**config.mk**
```make
export PLATFORM = sky130hd
export DESIGN_NAME = tuple_command_parser_unit
export DESIGN_NICKNAME = d
export VERILOG_FILES = /design/src/rtl/tcp_pkg.sv /design/src/rtl/tcp_parser.sv /design/src/rtl/tcp_result_fifo.sv /design/src/rtl/tuple_command_parser_unit.sv
export SDC_FILE = /design/constraint.sdc
export NUM_CORES = 1
export LEC_CHECK = 0
export BUFFER_PORTS_ARGS = -buffer_cell sky130_fd_sc_hd__buf_4
export CAP_MARGIN = 20
export CORE_MARGIN = 3
export CORE_UTILIZATION = 40
export CTS_CLUSTER_DIAMETER = 80
export CTS_CLUSTER_SIZE = 10
export DETAILED_ROUTE_END_ITERATION = 10
export PLACE_DENSITY_LB_ADDON = 0.08
export SLEW_MARGIN = 20
export SYNTH_ARGS = -nofsm -noshare
export SYNTH_HDL_FRONTEND = slang
export SYNTH_SLANG_ARGS = --single-unit
```
**constraint.sdc**
```tcl
create_clock -name clock -period 11.9 [get_ports clock]
set_input_delay 2.38 -clock clock [delete_from_list [all_inputs] [get_ports clock]]
set_output_delay 2.38 -clock clock [all_outputs]
set_load 0.005 [all_outputs]
```
**src/rtl/tcp_pkg.sv**
```systemverilog
// Shared types, codes and helper functions of the tuple command parser.
// Used by tcp_parser, tcp_result_fifo, tuple_command_parser_unit and tcp_checker.
`timescale 1ns / 1ps

package tcp_pkg;

   localparam int TCP_MAX_FIELDS = 5;

   localparam int FIFO_DEPTH = 4;
   localparam int FIFO_PTR_W = $clog2(FIFO_DEPTH);
   localparam int FIFO_CNT_W = $clog2(FIFO_DEPTH + 1);

   localparam int CSR_ADDR_W = 3;
   localparam int CSR_DATA_W = 32;

   localparam logic [30:0] INT_SAT = 31'h7FFF_FFFF;
   localparam logic [15:0] POS_SAT = 16'hFFFF;

   // record kinds
   localparam logic [1:0] REC_FIELD  = 2'd0;
   localparam logic [1:0] REC_SBYTE  = 2'd1;
   localparam logic [1:0] REC_ACCEPT = 2'd2;
   localparam logic [1:0] REC_ERROR  = 2'd3;

   // matchers
   localparam logic [2:0] MATCH_EQ  = 3'd0;
   localparam logic [2:0] MATCH_LT  = 3'd1;
   localparam logic [2:0] MATCH_LE  = 3'd2;
   localparam logic [2:0] MATCH_GT  = 3'd3;
   localparam logic [2:0] MATCH_GE  = 3'd4;
   localparam logic [2:0] MATCH_ANY = 3'd5;

   // operations
   localparam logic [2:0] OP_INPUT   = 3'd0;
   localparam logic [2:0] OP_OUTPUT  = 3'd1;
   localparam logic [2:0] OP_READ    = 3'd2;
   localparam logic [2:0] OP_EXIT    = 3'd3;
   localparam logic [2:0] OP_CLEANUP = 3'd4;
   localparam logic [2:0] OP_NONE    = 3'd7;

   // characters
   localparam logic [7:0] CH_NUL    = 8'h00;
   localparam logic [7:0] CH_NL     = 8'h0A;
   localparam logic [7:0] CH_SPACE  = 8'h20;
   localparam logic [7:0] CH_QUOTE  = 8'h22;
   localparam logic [7:0] CH_LPAREN = 8'h28;
   localparam logic [7:0] CH_RPAREN = 8'h29;
   localparam logic [7:0] CH_STAR   = 8'h2A;
   localparam logic [7:0] CH_COMMA  = 8'h2C;
   localparam logic [7:0] CH_LT     = 8'h3C;
   localparam logic [7:0] CH_EQ     = 8'h3D;
   localparam logic [7:0] CH_GT     = 8'h3E;
   localparam logic [7:0] CH_ZERO   = 8'h30;
   localparam logic [7:0] CH_NINE   = 8'h39;

   localparam logic [0:0] CSR_MODE = 1'b0;

   typedef struct packed {
      logic [1:0]  record_kind;
      logic [2:0]  field_index;
      logic [2:0]  matcher;
      logic        value_type;
      logic [30:0] number_value;
      logic [7:0]  string_byte;
      logic [15:0] string_length;
      logic [2:0]  operation;
      logic [30:0] timeout_value;
      logic [15:0] error_position;
      logic        last;
   } rec_type;

   typedef struct packed {
      logic [1:0] count;
      rec_type    rec0;
      rec_type    rec1;
   } push_type;

   function automatic logic [2:0] kw_first_op(input logic [7:0] c);
      case (c)
         "i":     kw_first_op = OP_INPUT;
         "o":     kw_first_op = OP_OUTPUT;
         "r":     kw_first_op = OP_READ;
         "e":     kw_first_op = OP_EXIT;
         "c":     kw_first_op = OP_CLEANUP;
         default: kw_first_op = OP_NONE;
      endcase
   endfunction

   function automatic logic [2:0] kw_len(input logic [2:0] op);
      case (op)
         OP_OUTPUT:  kw_len = 3'd6;
         OP_READ:    kw_len = 3'd4;
         OP_EXIT:    kw_len = 3'd4;
         OP_CLEANUP: kw_len = 3'd7;
         default:    kw_len = 3'd5;
      endcase
   endfunction

   function automatic logic [7:0] kw_char(input logic [2:0] op, input logic [2:0] off);
      logic [63:0] txt;
      logic [2:0]  slot;
      case (op)
         OP_OUTPUT:  txt = {"output", 16'h0};
         OP_READ:    txt = {"read", 32'h0};
         OP_EXIT:    txt = {"exit", 32'h0};
         OP_CLEANUP: txt = {"cleanup", 8'h0};
         default:    txt = {"input", 24'h0};
      endcase
      slot = 3'd7 - off;
      kw_char = txt[{slot, 3'b000} +: 8];
   endfunction

   function automatic logic is_digit(input logic [7:0] c);
      is_digit = (c >= CH_ZERO) && (c <= CH_NINE);
   endfunction

   function automatic logic [30:0] acc_digit(input logic [30:0] a, input logic [7:0] c);
      logic [34:0] v;
      v = 35'({a, 3'b000}) + 35'({a, 1'b0}) + 35'(c[3:0]);
      acc_digit = (v > 35'(INT_SAT)) ? INT_SAT : v[30:0];
   endfunction

   function automatic logic [15:0] plus_one(input logic [15:0] p);
      plus_one = (p == POS_SAT) ? POS_SAT : p + 16'd1;
   endfunction

endpackage

```
**src/rtl/tcp_parser.sv**
```systemverilog
// Line parser state machine: consumes one character per item and produces
// up to two result records. Depends on tcp_pkg.
`timescale 1ns / 1ps

module tcp_parser import tcp_pkg::*; #(
   parameter int MAX_FIELDS = TCP_MAX_FIELDS
) (
   input  logic       clock,
   input  logic       reset,
   input  logic       step_en,
   input  logic [7:0] char_code,
   input  logic       tuple_only,
   output push_type   push
);

   localparam int FW = $clog2(MAX_FIELDS + 1);

   typedef enum logic [3:0] {
      PH_START, PH_KEYWORD, PH_PRE_TUPLE, PH_LOOP_TOP, PH_NODE_WS, PH_LT, PH_GT,
      PH_VALUE_WS, PH_INT, PH_STR, PH_AFTER_FIELD, PH_TIMEOUT_WS, PH_TIMEOUT,
      PH_TAIL_WS, PH_BARE_END, PH_SKIP
   } phase_type;

   phase_type       phase_ff, phase_in, close_phase;
   logic [2:0]      op_ff, op_in;
   logic [2:0]      kwoff_ff, kwoff_in, kwoff_inc;
   logic [15:0]     kwstart_ff, kwstart_in;
   logic [FW-1:0]   fields_ff, fields_in;
   logic [2:0]      pm_ff, pm_in;
   logic [30:0]     acc_ff, acc_in;
   logic [15:0]     scount_ff, scount_in;
   logic [15:0]     pos_ff, pos_in, pos1;
   logic [7:0]      c;
   logic            dig;
   logic            do_node, do_value, do_after, do_tail;
   logic            fld_emit, fld_vtype, sb_emit, vd_emit, vd_ok;
   logic [2:0]      fld_matcher;
   logic [30:0]     fld_ival;
   logic [15:0]     fld_slen, vd_pos;
   rec_type         rec_fld, rec_vd;
   logic [1:0]      nrec;

   assign c         = char_code;
   assign dig       = is_digit(char_code);
   assign pos1      = plus_one(pos_ff);
   assign kwoff_inc = kwoff_ff + 3'd1;

   always_comb begin
      if (tuple_only) begin
         close_phase = PH_BARE_END;
      end else if (op_ff == OP_OUTPUT) begin
         close_phase = PH_TAIL_WS;
      end else begin
         close_phase = PH_TIMEOUT_WS;
      end
   end

   always_comb begin
      phase_in    = phase_ff;
      op_in       = op_ff;
      kwoff_in    = kwoff_ff;
      kwstart_in  = kwstart_ff;
      fields_in   = fields_ff;
      pm_in       = pm_ff;
      acc_in      = acc_ff;
      scount_in   = scount_ff;
      pos_in      = pos1;
      do_node     = 1'b0;
      do_value    = 1'b0;
      do_after    = 1'b0;
      do_tail     = 1'b0;
      fld_emit    = 1'b0;
      fld_vtype   = 1'b0;
      fld_matcher = MATCH_EQ;
      fld_ival    = '0;
      fld_slen    = '0;
      sb_emit     = 1'b0;
      vd_emit     = 1'b0;
      vd_ok       = 1'b0;
      vd_pos      = '0;

      unique case (phase_ff)
         PH_START: begin
            if (tuple_only) begin
               if (c == CH_SPACE) begin
                  phase_in = PH_PRE_TUPLE;
               end else if (c == CH_LPAREN) begin
                  phase_in = PH_LOOP_TOP;
               end else if (pos_ff == '0 && (c == CH_NL || c == CH_NUL)) begin
                  vd_emit = 1'b1;
                  vd_ok   = 1'b1;
               end else begin
                  vd_emit = 1'b1;
                  vd_pos  = pos1;
               end
            end else if (c != CH_SPACE) begin
               if (kw_first_op(c) != OP_NONE) begin
                  op_in      = kw_first_op(c);
                  kwstart_in = pos_ff;
                  kwoff_in   = 3'd1;
                  phase_in   = PH_KEYWORD;
               end else begin
                  vd_emit = 1'b1;
                  vd_pos  = pos1;
               end
            end
         end
         PH_KEYWORD: begin
            if (kwoff_ff < kw_len(op_ff) && c == kw_char(op_ff, kwoff_ff)) begin
               kwoff_in = kwoff_inc;
               if (kwoff_inc >= kw_len(op_ff)) begin
                  if (op_ff == OP_EXIT || op_ff == OP_CLEANUP) begin
                     vd_emit = 1'b1;
                     vd_ok   = 1'b1;
                  end else begin
                     phase_in = PH_PRE_TUPLE;
                  end
               end
            end else begin
               vd_emit = 1'b1;
               vd_pos  = plus_one(kwstart_ff);
            end
         end
         PH_PRE_TUPLE: begin
            if (c == CH_LPAREN) begin
               phase_in = PH_LOOP_TOP;
            end else if (c != CH_SPACE) begin
               vd_emit = 1'b1;
               vd_pos  = pos1;
            end
         end
         PH_LOOP_TOP: begin
            if (c == CH_RPAREN) begin
               phase_in = close_phase;
            end else begin
               do_node = 1'b1;
            end
         end
         PH_NODE_WS: begin
            do_node = 1'b1;
         end
         PH_LT: begin
            phase_in = PH_VALUE_WS;
            if (c == CH_EQ) begin
               pm_in = MATCH_LE;
            end else begin
               pm_in    = MATCH_LT;
               do_value = 1'b1;
            end
         end
         PH_GT: begin
            phase_in = PH_VALUE_WS;
            if (c == CH_EQ) begin
               pm_in = MATCH_GE;
            end else begin
               pm_in    = MATCH_GT;
               do_value = 1'b1;
            end
         end
         PH_VALUE_WS: begin
            do_value = 1'b1;
         end
         PH_INT: begin
            if (dig) begin
               acc_in = acc_digit(acc_ff, c);
            end else begin
               fld_emit    = 1'b1;
               fld_matcher = pm_ff;
               fld_ival    = acc_ff;
               fields_in   = fields_ff + FW'(1);
               phase_in    = PH_AFTER_FIELD;
               do_after    = 1'b1;
            end
         end
         PH_STR: begin
            if (c == CH_NUL) begin
               vd_emit = 1'b1;
               vd_pos  = pos1;
            end else if (c == CH_QUOTE) begin
               fld_emit    = 1'b1;
               fld_matcher = pm_ff;
               fld_vtype   = 1'b1;
               fld_slen    = scount_ff;
               fields_in   = fields_ff + FW'(1);
               phase_in    = PH_AFTER_FIELD;
            end else begin
               sb_emit   = 1'b1;
               scount_in = plus_one(scount_ff);
            end
         end
         PH_AFTER_FIELD: begin
            do_after = 1'b1;
         end
         PH_TIMEOUT_WS: begin
            if (dig) begin
               acc_in   = 31'(c[3:0]);
               phase_in = PH_TIMEOUT;
            end else if (c != CH_SPACE) begin
               vd_emit = 1'b1;
               vd_pos  = pos1;
            end
         end
         PH_TIMEOUT: begin
            if (dig) begin
               acc_in = acc_digit(acc_ff, c);
            end else begin
               do_tail = 1'b1;
            end
         end
         PH_TAIL_WS: begin
            do_tail = 1'b1;
         end
         PH_BARE_END: begin
            vd_emit = 1'b1;
            vd_ok   = (c == CH_NL || c == CH_NUL);
            vd_pos  = pos1;
         end
         PH_SKIP: begin
            phase_in = (c == CH_NUL) ? PH_START : PH_SKIP;
         end
      endcase

      if (do_node) begin
         pm_in    = MATCH_EQ;
         phase_in = PH_NODE_WS;
         if (c == CH_LT) begin
            phase_in = PH_LT;
         end else if (c == CH_GT) begin
            phase_in = PH_GT;
         end else if (c != CH_SPACE) begin
            phase_in = PH_VALUE_WS;
            do_value = 1'b1;
         end
      end

      if (do_value && c != CH_SPACE) begin
         if (dig) begin
            acc_in   = 31'(c[3:0]);
            phase_in = PH_INT;
         end else if (c == CH_QUOTE) begin
            scount_in = '0;
            phase_in  = PH_STR;
         end else if (c == CH_STAR) begin
            fld_emit    = 1'b1;
            fld_matcher = MATCH_ANY;
            fields_in   = fields_ff + FW'(1);
            phase_in    = PH_AFTER_FIELD;
         end else begin
            vd_emit = 1'b1;
            vd_pos  = pos1;
         end
      end

      if (do_after && c != CH_SPACE) begin
         if (fields_in < FW'(MAX_FIELDS) && c == CH_COMMA) begin
            phase_in = PH_LOOP_TOP;
         end else if (c == CH_RPAREN) begin
            phase_in = close_phase;
         end else begin
            vd_emit = 1'b1;
            vd_pos  = pos1;
         end
      end

      if (do_tail) begin
         phase_in = PH_TAIL_WS;
         if (c != CH_SPACE) begin
            vd_emit = 1'b1;
            vd_ok   = (c == CH_NUL);
            vd_pos  = pos1;
         end
      end

      if (vd_emit) begin
         phase_in = (c == CH_NUL) ? PH_START : PH_SKIP;
      end

      // a finished line, or a byte 0 that lands at line start, clears everything
      if (phase_in == PH_START && (c == CH_NUL || fld_emit || sb_emit || vd_emit)) begin
         op_in      = OP_INPUT;
         kwoff_in   = '0;
         kwstart_in = '0;
         fields_in  = '0;
         pm_in      = MATCH_EQ;
         acc_in     = '0;
         scount_in  = '0;
         pos_in     = '0;
      end
   end

   always_comb begin
      rec_fld = '0;
      if (sb_emit) begin
         rec_fld.record_kind = REC_SBYTE;
         rec_fld.field_index = 3'(fields_ff);
         rec_fld.matcher     = pm_ff;
         rec_fld.value_type  = 1'b1;
         rec_fld.string_byte = c;
      end else begin
         rec_fld.record_kind   = REC_FIELD;
         rec_fld.field_index   = 3'(fields_ff);
         rec_fld.matcher       = fld_matcher;
         rec_fld.value_type    = fld_vtype;
         rec_fld.number_value  = fld_ival;
         rec_fld.string_length = fld_slen;
      end

      rec_vd      = '0;
      rec_vd.last = 1'b1;
      if (vd_ok) begin
         rec_vd.record_kind = REC_ACCEPT;
         if (!tuple_only) begin
            rec_vd.operation = op_ff;
            if (op_ff == OP_INPUT || op_ff == OP_READ) begin
               rec_vd.timeout_value = acc_ff;
            end
         end
      end else begin
         rec_vd.record_kind    = REC_ERROR;
         rec_vd.error_position = vd_pos;
      end

      nrec = 2'({1'b0, fld_emit | sb_emit}) + 2'({1'b0, vd_emit});
      rec_fld.last = !vd_emit;

      push.count = step_en ? nrec : 2'd0;
      push.rec0  = (fld_emit || sb_emit) ? rec_fld : rec_vd;
      push.rec1  = rec_vd;
   end

   always_ff @(posedge clock) begin
      if (reset) begin
         phase_ff   <= PH_START;
         op_ff      <= OP_INPUT;
         kwoff_ff   <= '0;
         kwstart_ff <= '0;
         fields_ff  <= '0;
         pm_ff      <= MATCH_EQ;
         acc_ff     <= '0;
         scount_ff  <= '0;
         pos_ff     <= '0;
      end else if (step_en) begin
         phase_ff   <= phase_in;
         op_ff      <= op_in;
         kwoff_ff   <= kwoff_in;
         kwstart_ff <= kwstart_in;
         fields_ff  <= fields_in;
         pm_ff      <= pm_in;
         acc_ff     <= acc_in;
         scount_ff  <= scount_in;
         pos_ff     <= pos_in;
      end
   end

endmodule

```
**src/rtl/tcp_result_fifo.sv**
```systemverilog
// Small result queue: takes up to two records a cycle, hands out one.
// Depends on tcp_pkg.
`timescale 1ns / 1ps

module tcp_result_fifo import tcp_pkg::*; (
   input  logic     clock,
   input  logic     reset,
   input  push_type push,
   output rec_type  head,
   output logic     head_valid,
   input  logic     head_stall,
   output logic     no_room
);

   rec_type               mem_ff [FIFO_DEPTH];
   logic [FIFO_PTR_W-1:0] wr_ptr_ff, wr_ptr_in, rd_ptr_ff, rd_ptr_in, wr_next;
   logic [FIFO_CNT_W-1:0] count_ff, count_in;
   logic                  pop;

   assign head_valid = (count_ff != '0);
   assign head       = mem_ff[rd_ptr_ff];
   assign pop        = head_valid && !head_stall;
   assign no_room    = (count_ff > FIFO_CNT_W'(FIFO_DEPTH - 2));
   assign wr_next    = wr_ptr_ff + FIFO_PTR_W'(1);

   assign wr_ptr_in = wr_ptr_ff + FIFO_PTR_W'(push.count);
   assign rd_ptr_in = rd_ptr_ff + FIFO_PTR_W'(pop);
   assign count_in  = count_ff + FIFO_CNT_W'(push.count) - FIFO_CNT_W'(pop);

   always_ff @(posedge clock) begin
      for (int i = 0; i < FIFO_DEPTH; i++) begin
         if (push.count != 2'd0 && wr_ptr_ff == FIFO_PTR_W'(i)) begin
            mem_ff[i] <= push.rec0;
         end else if (push.count == 2'd2 && wr_next == FIFO_PTR_W'(i)) begin
            mem_ff[i] <= push.rec1;
         end
      end
   end

   always_ff @(posedge clock) begin
      if (reset) begin
         wr_ptr_ff <= '0;
         rd_ptr_ff <= '0;
         count_ff  <= '0;
      end else begin
         wr_ptr_ff <= wr_ptr_in;
         rd_ptr_ff <= rd_ptr_in;
         count_ff  <= count_in;
      end
   end

endmodule

```
**src/rtl/tuple_command_parser_unit.sv**
```systemverilog
// Top level of the tuple command parser: CSR port, line parser and result queue.
// Depends on tcp_pkg, tcp_parser and tcp_result_fifo.
`timescale 1ns / 1ps

// Usage:
//   req_ channel: one character per item (req_char_code); byte 0 ends a line.
//   rsp_ channel: result records (field done, string byte, accept, error);
//     rsp_last marks the final record caused by one character.
//   csr_ port: one register at byte addresses 0 to 3, bit 0 = tuple_only_mode
//     (bare tuple lines). Write it only while the block is idle.
// A record enters the result queue when its character is accepted and shows
//   on rsp_ once it reaches the queue head.
// Throughput: one character per cycle unless req_stall is high. A character
//   giving two records (a field closed by a bad character) sends them in turn;
//   the four-entry queue absorbs that; req_stall rises with fewer than two free.
// Receiver stall: rsp_ holds its record; the queue fills and then req_stall
//   holds the sender off. No record is dropped.
// Reset: synchronous; clears the parser to start of line, empties the
//   queue and sets full command line mode.

module tuple_command_parser_unit import tcp_pkg::*; #(
   parameter int MAX_FIELDS = TCP_MAX_FIELDS
) (
   input  logic                  clock,
   input  logic                  reset,
   input  logic                  req_valid,
   output logic                  req_stall,
   input  logic [7:0]            req_char_code,
   output logic                  rsp_valid,
   input  logic                  rsp_stall,
   output logic [1:0]            rsp_record_kind,
   output logic [2:0]            rsp_field_index,
   output logic [2:0]            rsp_matcher,
   output logic                  rsp_value_type,
   output logic [30:0]           rsp_number_value,
   output logic [7:0]            rsp_string_byte,
   output logic [15:0]           rsp_string_length,
   output logic [2:0]            rsp_operation,
   output logic [30:0]           rsp_timeout_value,
   output logic [15:0]           rsp_error_position,
   output logic                  rsp_last,
   input  logic                  csr_psel,
   input  logic                  csr_penable,
   input  logic                  csr_pwrite,
   input  logic [CSR_ADDR_W-1:0] csr_paddr,
   input  logic [CSR_DATA_W-1:0] csr_pwdata,
   output logic [CSR_DATA_W-1:0] csr_prdata,
   output logic                  csr_pready
);

   logic     tuple_only_ff, tuple_only_in;
   logic     csr_write, req_accept, no_room;
   push_type push;
   rec_type  head;

   assign csr_pready = 1'b1;
   assign csr_write  = csr_psel && csr_penable && csr_pwrite && csr_pready;
   assign tuple_only_in = (csr_write && csr_paddr[CSR_ADDR_W-1] == CSR_MODE)
                          ? csr_pwdata[0] : tuple_only_ff;
   assign csr_prdata = (csr_paddr[CSR_ADDR_W-1] == CSR_MODE)
                       ? CSR_DATA_W'(tuple_only_ff) : '0;

   always_ff @(posedge clock) begin
      if (reset) begin
         tuple_only_ff <= 1'b0;
      end else begin
         tuple_only_ff <= tuple_only_in;
      end
   end

   assign req_stall  = no_room;
   assign req_accept = req_valid && !req_stall;

   tcp_parser #(
      .MAX_FIELDS (MAX_FIELDS)
   ) u_parser (
      .clock      (clock),
      .reset      (reset),
      .step_en    (req_accept),
      .char_code  (req_char_code),
      .tuple_only (tuple_only_ff),
      .push       (push)
   );

   tcp_result_fifo u_fifo (
      .clock      (clock),
      .reset      (reset),
      .push       (push),
      .head       (head),
      .head_valid (rsp_valid),
      .head_stall (rsp_stall),
      .no_room    (no_room)
   );

   assign rsp_record_kind    = head.record_kind;
   assign rsp_field_index    = head.field_index;
   assign rsp_matcher        = head.matcher;
   assign rsp_value_type     = head.value_type;
   assign rsp_number_value   = head.number_value;
   assign rsp_string_byte    = head.string_byte;
   assign rsp_string_length  = head.string_length;
   assign rsp_operation      = head.operation;
   assign rsp_timeout_value  = head.timeout_value;
   assign rsp_error_position = head.error_position;
   assign rsp_last           = head.last;

endmodule

```
# Word level (Yosys, flattened, before mapping)
# Memory sizes are Yosys's and may differ from the RTL's. A register that Yosys moved wholly into a read port is not among the register bits.
# Cells that the tools add are included.
dict set report op_classes {
  add_sub_neg 14
  order_cmp 7
  eq_ne 52
  shifts 1
  n_mux 217
  bitwise 6
  n_reduce_logical 52
}
# op n
set ops {}
lappend ops {{two-way mux 115 bit} 7}
lappend ops {{two-way mux 16 bit} 41}
lappend ops {{two-way mux 31 bit} 10}
lappend ops {{case mux 61 bit (4 select lines)} 1}
lappend ops {{OR reduction 115 bit} 2}
lappend ops {{two-way mux 4 bit} 27}
lappend ops {{two-way mux 3 bit} 35}
lappend ops {{case mux 16 bit (6 select lines)} 1}
lappend ops {{equality test 8 x 6 -> 1 bit, second input constant} 9}
lappend ops {{two-way mux 1 bit} 69}
lappend ops {{two-way mux 34 bit} 2}
lappend ops {{two-way mux 64 bit} 1}
lappend ops {{variable part select 64 x 7 -> 8 bit} 1}
lappend ops {{case mux 31 bit (2 select lines)} 1}
lappend ops {{adder 16 x 1 -> 16 bit, second input constant} 3}
lappend ops {{equality test 16 bit, second input constant} 3}
lappend ops {{equality test 8 x 7 -> 1 bit, second input constant} 5}
lappend ops {{case mux 4 bit (9 select lines)} 1}
lappend ops {{adder 34 x 32 -> 35 bit} 1}
lappend ops {{adder 35 x 4 -> 35 bit} 1}
lappend ops {{> comparator 35 x 31 -> 1 bit, second input constant} 1}
lappend ops {{equality test 4 bit, second input constant} 8}
lappend ops {{case mux 3 bit (2 select lines)} 4}
lappend ops {{logical AND 1 bit} 20}
lappend ops {{other kinds (52)} 95}
dict set report totals {
  register_bits 103
  ramBits 460
  in_bits 50
  output_inout_bits 150
  wordCells 363
  mem_count 1
}
# memory depth word_bits rd rd_ports_with_merged_regs wr line_no
set memory_table {}
lappend memory_table {u_fifo.mem_ff 4 115 1 1 2 tcp_result_fifo.sv:15} ;# rec_type mem_ff [FIFO_DEPTH];

# Depth between registers and ports, before layout
dict set report depth {
  depth_word 31
  mapped_depth 20
  ltp_nobuf 16
}

# Cells and area by module
# A second synthesis with hierarchy kept.
dict set report unflattened {
  cells_unflattened 2676
  area_unflattened_um2 33439.6
}
# module instances cells_per_inst area_each_um2 seq_area_each_um2
set by_module_without_submodules {}
lappend by_module_without_submodules {tcp_result_fifo 1 1160 22464.0 13953.4}
lappend by_module_without_submodules {tcp_parser 1 1475 10660.2 1901.8}
lappend by_module_without_submodules {tuple_command_parser_unit 1 41 315.3 20.0}

# Worst setup path after synthesis
# OpenSTA, ideal clock, no wires.
dict set report synth_timing {
  path_kind {input to register}
  startpoint {input req_char_code[7]}
  endpoint {memory u_fifo.mem_ff[0][0] (netlist bit) (enable)}
  setup_time_ns 0.627
  arrival_ns 10.746
  required_time_ns 11.273
  setup_slack_ns 0.527
  stages 14
  n_path_buf 3
  cell_sequence {buf_2 nor4b_2 a21oi_1 a21oi_2 o21bai_1 nor2b_1 buf_1 a221oi_4 o211ai_4 ha_1 clkbuf_1 and3b_1 o21ai_0 a21oi_1}
}
# element line_no
set synth_rtl {}
lappend synth_rtl {{from (decl)} tuple_command_parser_unit.sv:28} ;# input logic [7:0] req_char_code,
lappend synth_rtl {{to (decl)} tcp_result_fifo.sv:15}

==> impl_metrics.py <==
metrics = {
    "critical_path": {
        "critPathMaxFanout": 21,
        "endpoint_kind": "register",
        "worstPathArrival_ps": 8420,
        "cpPeakStageDelay_ps": 900,
        "reg2reg_slack_ps": 5320,
        "ff2ff_path_depth": 14,
        "cpMaxStageDelayCell": "nand2_1",
        "worst_setup_path_start_kind": "primary input",
        "worstPathRequired_ps": 12300,
        "r2r-end": "u_fifo.mem_ff[0][3]",
        "crit_cells": 14,
        "cp-startpoint": "req_char_code[4]",
        "endpoint": "u_fifo.mem_ff[0][3]",
        "reg2reg_from": "u_parser.op_ff[2]",
        "crit_path_cell_trace": "buf_4 -> nor4b_2 -> nand3_1 -> a31oi_1 -> or2_1 -> mux2i_1 -> a221oi_4 -> o211ai_4 -> ha_1 -> and3b_1 -> nand3_1 -> nand2_1 -> nand2_1 -> a21oi_1",
        "crit_type": "primary input to register",
        "crit_family": "simple AND/OR/NAND/NOR gates",
        "critPathBufInv": 1,
    },
    "layout": {
        "nNetsFinal": 2751,
        "diodes": 0,
        "multi_input_area_sq_um": 12400,
        "final_common_cell": "edfxtp_1",
        "final_area_sq_um": 32300,
        "n_fill_cell": 6598,
        "area_delta_synth_final_pct": 13.3,
        "fin_util": 0.459,
        "final_cell_mix": "edfxtp_1 (396), nor2_1 (300), nand2_1 (238), buf_4 (165), dfxtp_1 (165)",
        "fin_cells": 3613,
        "seq_area_sq_um": 15200,
        "final_layout_size_suffix_gt1_frac": 0.159,
    },
    "timing": {
        "period_needed_ps": 8020,
        "rsz0062_at_grt": "false",
        "fin_crit_sh": 0.674,
        "hold_violations": 0,
        "hold_ws_ps": 443,
        "fmax_mhz": 125,
        "drv_slew": 0,
        "setup_viol": 0,
        "setup_tns_ps": 0,
        "tightest_slew_ps": 1100,
        "slew_headroom": 0.266,
        "skew_ps": 26.3,
    },
    "synthesis": {
        "synth-compound-area-share": 0.116,
        "netlist_area_sq_um": 28600,
        "syn-mean-instance-area_sq_um": 11.2,
        "synth_edf_count": 396,
        "async_flop_share": 0,
        "netlist_instances": 2552,
        "ys_seq_elements": 563,
        "seq_area_frac_synth": 0.534,
        "yosys.cell_types.count": 93,
        "synthAdderAreaFrac": 0.0367,
        "synth_top_family_by_area": "simple AND/OR/NAND/NOR gates",
        "synthSimpleGateAreaFrac": 0.165,
        "muxShareOfSynthArea": 0.0933,
        "synthXorXnorAreaFrac": 0.0181,
        "yosys_warnings": 0,
        "synth_ff_type": "edfxtp_1",
    },
    "cts": {
        "cts_resized": 0,
        "cts_tree": "yes",
        "clockRootBuffer": "clkbuf_16",
        "cts_hold_buf": 0,
        "clkSinkCount": 563,
        "cts-buffers-inserted": 67,
        "postCtsSetupRepairBufs": 0,
        "clk_latency_ps": 600,
        "clk_pin_slew_ps": 50,
        "clockBufferDepth": 3,
        "htree_levels": 3,
    },
    "route": {
        "drt-initial-drc-count": 1427,
        "drt-total-wl_mm": 79.8,
        "ant_nets": 0,
        "drc": 0,
        "drtPass1Iterations": 5,
        "wl_met2_mm": 39.8,
        "dr.max_layer_used": "met4",
        "wl_met3_mm": 3.29,
        "wl_met1_mm": 34.4,
        "vias": 20100,
        "wl_per_cell_um": 22.1,
        "viasPerCell": 5.58,
    },
    "die": {
        "die_x_um": 273,
        "ios": 200,
        "start_util": 0.406,
        "core_area_sq_um": 70400,
        "dieHeight_um": 273,
        "die_area_sq_um": 74600,
        "core.rowCount": 97,
    },
    "global_routing": {
        "grt_pass1_wl_mm": 122,
        "grt-ovfl-total": 0,
        "grt_max_degree": 100,
        "gr-usage-all-layers": 0.213,
        "antenna_found_initial": 0,
        "grt_pass1_vias": 20400,
    },
    "placement": {
        "io_buffers": 134,
        "finalWeightedCongestion": 0.924,
        "post-dp-hpwl_mm": 49.8,
        "dp_cells": 3490,
        "place_area_sq_um": 30300,
    },
    "power_and_ir_drop": {
        "power_density_nw_per_um2": 201,
        "p_leak_nw": 11.7,
        "vdd_ir_drop_max_uv": 171,
    },
    "min_path": {
        "hp-class": "register to register",
        "min_delay_path_depth": 2,
    },
    "status": {
        "outcome": "completed",
    },
    "flow_run": {
        "cap_violations": 0,
    },
}
==> synthesized netlist by cell type, types with 16 or more instances <==
master,count,area [sq um]
nand4_1,16,100
and3_1,39,244
nor2_1,302,1130
and2_1,139,870
o21ai_2,20,175
a21o_1,19,143
buf_1,22,82.6
nor2b_1,31,194
inv_1,38,143
xnor2_1,34,298
edfxtp_1,396,11900
mux4_2,115,2590
clkbuf_1,127,477
o21ai_0,140,701
a22o_1,27,236
ha_1,79,988
nor3_1,51,255
nand3_1,64,320
xor2_1,25,219
buf_4,32,240
dfxtp_1,167,3340
a21oi_1,164,821
nand2b_1,19,119
nand2_1,240,901
==> worst min path at each step <==
stage	from	end	slack (ps)
global route	u_fifo.mem_ff[2][83]	u_fifo.mem_ff[2][83]	470
detailed placement	u_fifo.mem_ff[2][94]	u_fifo.mem_ff[2][94]	440
global placement	u_fifo.mem_ff[2][102]	u_fifo.mem_ff[2][102]	430
CTS	u_fifo.mem_ff[2][94]	u_fifo.mem_ff[2][94]	450
finish	u_fifo.mem_ff[2][94]	u_fifo.mem_ff[2][94]	440
floorplan	u_fifo.mem_ff[2][114]	u_fifo.mem_ff[2][114]	420
==> cells by family (layout without fill, tap and decap cells) <==
group / Yosys count / in the layout
AND/OR/NAND/NOR: 972 / 972
flip-flops: 563 / 563
AO/OA/AOI/OAI: 516 / 516
buffers and inverters: 236 / 327
multiplexers: 122 / 122
adder cells (fa/ha/maj): 82 / 82
XOR/XNOR: 59 / 59
other: 2 / 32
==> flip-flops by register name, summed over array words and instances, names as in the netlist, 4 cells and up <==
| register | cells |
|---|---|
| u_parser.scount_ff | 16 |
| u_parser.kwstart_ff | 16 |
| u_parser.acc_ff | 31 |
| u_parser.phase_ff | 4 |
| u_fifo.mem_ff | 460 |
| u_parser.pos_ff | 16 |
==> area by class of cell <==
type	instances	share of cell area
Sequential cell	563	0.471
Clock inverter	7	0.00387
Multi-Input combinational cell	1783	0.385
Tap cell	940	0.0364
Inverter	38	0.00441
Clock buffer	116	0.0602
Timing Repair Buffer	166	0.0389
==> stage by stage <==
stage / power, mW / setup slack [ps]
detailed placement: 4.63 / 3290
global placement: 4.62 / 3340
finish: 6.50 / 3880
CTS: 6.61 / 3950
global route: 6.83 / 3360
floorplan: 3.77 / 527
==> per-layer routing <==
layer  track usage  up-vias
met2         0.369      501
met4        0.0690        0
met5             0        -
met3        0.0293      121
met1         0.275    10000
li1              -     9495
==> power by group <==
group	total (mW)	switching, mW	leakage (nW)	internal [mW]
Combinational	1.93	1.10	5.63	0.826
Sequential	2.61	0.135	5.08	2.47
Clock	1.97	0.808	0.984	1.16
==> worst min-delay path, delay by kind of cell, from the launching register on <==
family           cells  cell delay, ps
AO/OA/AOI/OAI        1              50
AND/OR/NAND/NOR      1              40
flip-flops           1             320
Power figures use the tool's default switching activity.
